===== config.mk =====
export PLATFORM = sky130hd
export DESIGN_NAME = nrte_row_ram
export DESIGN_NICKNAME = d
export VERILOG_FILES = /design/src/design/nrte_row_ram.sv
export SDC_FILE = /design/constraint.sdc
export NUM_CORES = 1
export LEC_CHECK = 0
export ABC_AREA = 0
export BUFFER_PORTS_ARGS = -buffer_cell sky130_fd_sc_hd__buf_2
export CORE_ASPECT_RATIO = 0.9
export CORE_UTILIZATION = 32
export CTS_CLUSTER_DIAMETER = 40
export DETAILED_ROUTE_END_ITERATION = 12
export MAX_ROUTING_LAYER = met4
export PLACE_DENSITY = 0.54
export SLEW_MARGIN = 20
export SYNTH_ARGS = -nofsm -noshare
export SYNTH_HDL_FRONTEND = slang
export SYNTH_SLANG_ARGS = --single-unit

===== constraint.sdc =====
create_clock -name clk_i -period 2.6 [get_ports clk_i]
set_input_delay 0.52 -clock clk_i [delete_from_list [all_inputs] [get_ports clk_i]]
set_output_delay 0.52 -clock clk_i [all_outputs]
set_load 0.01 [all_outputs]

===== src/design/nrte_row_ram.sv =====
// Single-port-write, single-port-read synchronous row memory with registered read data.
// No package dependencies.
module nrte_row_ram #(
  parameter int Width = 8,
  parameter int Depth = 64
) (
  input  logic                     clk_i,
  input  logic                     we_i,
  input  logic [$clog2(Depth)-1:0] waddr_i,
  input  logic [Width-1:0]         wdata_i,
  input  logic                     re_i,
  input  logic [$clog2(Depth)-1:0] raddr_i,
  output logic [Width-1:0]         rdata_o
);

  logic [Width-1:0] mem [Depth];
  logic [Width-1:0] rdata_q;

  always_ff @(posedge clk_i) begin
    if (we_i) begin
      mem[waddr_i] <= wdata_i;
    end
    if (re_i) begin
      rdata_q <= mem[raddr_i];
    end
  end

  assign rdata_o = rdata_q;

endmodule


# After elaboration in Yosys (flattened, before gate mapping)
# Memory sizes are Yosys's and may differ from the RTL's. A register that Yosys moved wholly into a read port is not among the register bits.
# Index checks and enable logic that the tools add are counted.
[totals] out_inout_bits=8 ram_bits=512 in_bits=23 regBits=0 mem_count=1
[classes] n_mux=2
[mem_list] memory="mem" words=64 width=8 read_ports=1 rd_ports_with_merged_regs=1 wr=1 line_no="16" rtl="logic [Width-1:0] mem [Depth];"
[ops] operator="1-bit 2-to-1 mux" count=2

# Depth between registers and ports, before layout
[depth] word_depth=2 ltp_mapped=9

# Worst setup path after synthesis
# Ideal clock, no wire load.
[synth_timing] path_type="input to register" startpoint="input raddr_i[1]" endpoint="register rdata_q[3], in the netlist rdata_o[3] (read register of mem) (data pin)" slack_ns=0.274 setup_time_ns=0.266 n_path_buf=3 t_arrival_ns=2.060 stages=7 path_cell_list="buf_4 > buf_2 > buf_2 > mux4_2 > mux4_2 > o21ai_1 > o41ai_1"
[synth_lines] element="start: declaration" line_no="12" rtl="input logic [$clog2(Depth)-1:0] raddr_i,"
[synth_lines] element="end: declaration" line_no="17" rtl="logic [Width-1:0] rdata_q;"

==> impl_metrics.csv <==
group,metric,value,unit
power,switchingPower,0.00436,W
critical_path,start_kind,"register",
critical_path,crit_buf_inv,0,
die,core_area,62600,sq um
logic_synthesis,syn-instance-count,940,
timing,fmax,457,MHz
power,irDropWorstVdd,0.428,mV
power,internal_power,0.0157,W
detailed_routing,avgRoutedWirePerCell,24.2,um
timing,final-max-slew-violation-count,0,
cts,numClockSinks,520,
placement,io_buffers,30,
timing,slew_headroom,51.6,%
power,power.clock.fraction,48.7,%
global_route,grt_start_max_net_pins,65,
critical_path,crit_arrival,2520,ps
logic_synthesis,yosysTopAreaCellShare,77.1,%
detailed_routing,drcViolationCount,0,
power,p_per_area,808,nW/um^2
min_path,hold_class,"in -> reg",
logic_synthesis,muxShareOfSynthArea,15.9,%
logic_synthesis,yosys_warnings,0,
cts,ctsResizeCount,0,
layout,nFillCells,5561,
power,combPwrFrac,4.8,%
critical_path,crit_required,2930,ps
global_route,antenna_found_initial,4,
cts,htree_levels,3,
die,die_x,267,um
placement,gp_congestion,0.808,
layout,nets,1160,
logic_synthesis,synthArstFlopShare,0,%
power,p_seq_share,46.5,%
global_route,grt_pass1_wl,72200,um
logic_synthesis,synth_top_family_by_area,"multiplexers",
logic_synthesis,synth_compound_area_share,2.06,%
logic_synthesis,seq_area_frac_synth,77.1,%
die,start_util,32.3,%
timing,period_share,84.2,%
layout,final_util,39.7,%
placement,place_hpwl,32300,um
min_path,min_from,"re_i",
critical_path,reg2reg_to,"rdata_o[4]$_DFFE_PP_",
logic_synthesis,synthXorXnorAreaFrac,0,%
cts,cts_buffer_depth,3,
layout,drive_above_1_share,36.2,%
timing,skew,10.6,ps
critical_path,slowest_delay,480,ps
die,rows,87,
cts,clock-root-buffer,"clkbuf_16",
outcome,outcome,"complete, no violations",
logic_synthesis,syn-num-nets,963,
critical_path,crit_type,"reg -> reg",
global_route,grt_overflow,0,
power,power,0.0201,W
detailed_routing,vias_per_cell,4.93,
logic_synthesis,synthTopCellsByArea,"edfxtp_1 77%, mux4_2 14%, nor2_1 1.5%",
die,die_area,64300,sq um
cts,postCtsSetupBuffers,0,
layout,area_growth_syn_to_layout,22.7,%
detailed_routing,ant_nets,0,
cts,clkLatencyLatePin,590,ps
global_route,grtUsageTotal,16.3,%
logic_synthesis,ys_ff_latch,520,
critical_path,path_cells,"mux4_2 -> mux2_2 -> o221a_2 -> nor3_1 -> o32ai_1",
min_path,min_to,"rdata_o[4]$_DFFE_PP_",
power,switching_share,21.7,%
global_route,grt_pass1_vias,10400,
min_path,min_path_cells,1,
critical_path,crit_path_end_kind,"register",
timing,final_hold_viol_count,0,
cts,cts_tree,"yes",
critical_path,crit_slowest_cell,"mux4_2",
timing,max_slew.worst_pin.slew,726,ps
critical_path,crit_fanout,1,
cts,cts_hold_buf,0,
timing,period_needed,2190,ps
cts,numCtsBuffers,73,
logic_synthesis,yosys.area_share.simple,3.37,%
power,p_leak,8.04,nW
die,fp.dieH,241,um
timing,rsz0062_at_grt,"false",
detailed_routing,dr.first_iter.drc_count,963,
detailed_routing,finalWirelength,49400,um
logic_synthesis,synth_common_cells,"520 x edfxtp_1, 126 x mux4_2, 83 x nor2_1",
critical_path,r2r_cells,5,
die,io_pins,31,
critical_path,crit_family,"multiplexers",
logic_synthesis,synth.most_common_cell,"edfxtp_1",
detailed_routing,vias,10100,
timing,setup_viol,0,
logic_synthesis,synth_cell_type_count,39,
logic_synthesis,synth_top_flop_cell,"edfxtp_1",
critical_path,reg2reg_from,"mem[29][4]$_DFFE_PP_",
logic_synthesis,synthAdderAreaFrac,0,%
job,max_cap_viol_count,0,
logic_synthesis,yosysTopAreaCell,"edfxtp_1",
logic_synthesis,avgSynthCellArea,21.5,sq um
cts,clk_transition_reported_paths,60,ps
critical_path,rrSetupSlack,410,ps
logic_synthesis,syn_area,20200,sq um
logic_synthesis,synth_edf_count,520,
detailed_routing,first_pass_iters,5,
[kinds of logic after synthesis]
family,count (synthesis)
multiplexers,162
buffers and inverters,51
AO/OA/AOI/OAI,54
AND/OR/NAND/NOR,153
flip-flops,520
[worst max path at each step]
stage,cells past startpoint,endpoint,start
5_1_grt,7,rdata_o[5]$_DFFE_PP_,raddr_i[0]
4_1_cts,5,rdata_o[4]$_DFFE_PP_,mem[21][4]$_DFFE_PP_
3_3_place_gp,6,rdata_o[4]$_DFFE_PP_,raddr_i[0]
3_5_place_dp,6,rdata_o[4]$_DFFE_PP_,raddr_i[0]
6_report,5,rdata_o[4]$_DFFE_PP_,mem[29][4]$_DFFE_PP_
2_1_floorplan,7,rdata_o[3]$_DFFE_PP_,raddr_i[1]
[cells in the final DEF (no fill, tap or decap), drive strengths merged, types with 4 or more instances in the layout]
master and n:
o21ai 4, mux4 126, nand2b 7, o22ai 8, a211oi 4, clkbuf 86
nor2b 14, nand2 19, mux2 13, nand3 13, clkinvlp 10, o221ai 8
nor2 83, nor3 7, a221oi 6, mux2i 23, clkinv 17, edfxtp 520
buf 172, inv 17, bufinv 4
[per-layer routing]
layer	GRT usage (%)	wire length, um
met1	23.2	23100
met2	23.1	21900
met3	3.61	3310
met4	5.40	1060
met5	-	0
[stage by stage]
| step | cell area (sq um) | TNS (ps) | setup WS (ps) | instances | hold WS (ps) |
|---|---|---|---|---|---|
| 2_1_floorplan | 20200 | 0 | 274 | 940 | 619 |
| 3_3_place_gp | 22400 | -1010 | -191 | 1907 | 939 |
| 3_5_place_dp | 22400 | -1140 | -199 | 1907 | 944 |
| 4_1_cts | 24800 | 0 | 385 | 2040 | 308 |
| 5_1_grt | 24800 | 0 | 381 | 2042 | 325 |
| 6_report | 24800 | 0 | 411 | 2043 | 355 |
[flip-flops by register name, indices dropped and copies added (netlist names)]
name / count
rdata_o: 8
mem: 512
[power groups by stage]
| stage | clock, W | sequential [W] | combinational (W) |
|---|---|---|---|
| 3_5_place_dp | 0 | 0.00951 | 0.000972 |
| 5_1_grt | 0.0103 | 0.00933 | 0.00103 |
| 4_1_cts | 0.00997 | 0.00933 | 0.000974 |
| 3_3_place_gp | 0 | 0.00950 | 0.000959 |
| 6_report | 0.00977 | 0.00933 | 0.000959 |
| 2_1_floorplan | 0 | 0.00949 | 0.000495 |
[layout make-up]
type / instances / area (sq um) / share of cell area (%)
Clock inverter: 48 / 444 / 1.79
Sequential cell: 520 / 15600 / 62.9
Clock buffer: 85 / 2000 / 8.05
Multi-Input combinational cell: 369 / 4320 / 17.4
Antenna cell: 3 / 7.51 / 0.0302
Tap cell: 845 / 1060 / 4.26
Timing Repair Buffer: 173 / 1400 / 5.64
[worst reg2reg max path: cells and delay by family, from the launching register on]
| family | cells | cell delay, ps |
|---|---|---|
| and+or+nand+nor | 1 | 380 |
| muxes | 2 | 770 |
| DFF | 1 | 350 |
| AOI/OAI and AO/OA | 2 | 420 |
(Power assumes the default switching activity.)
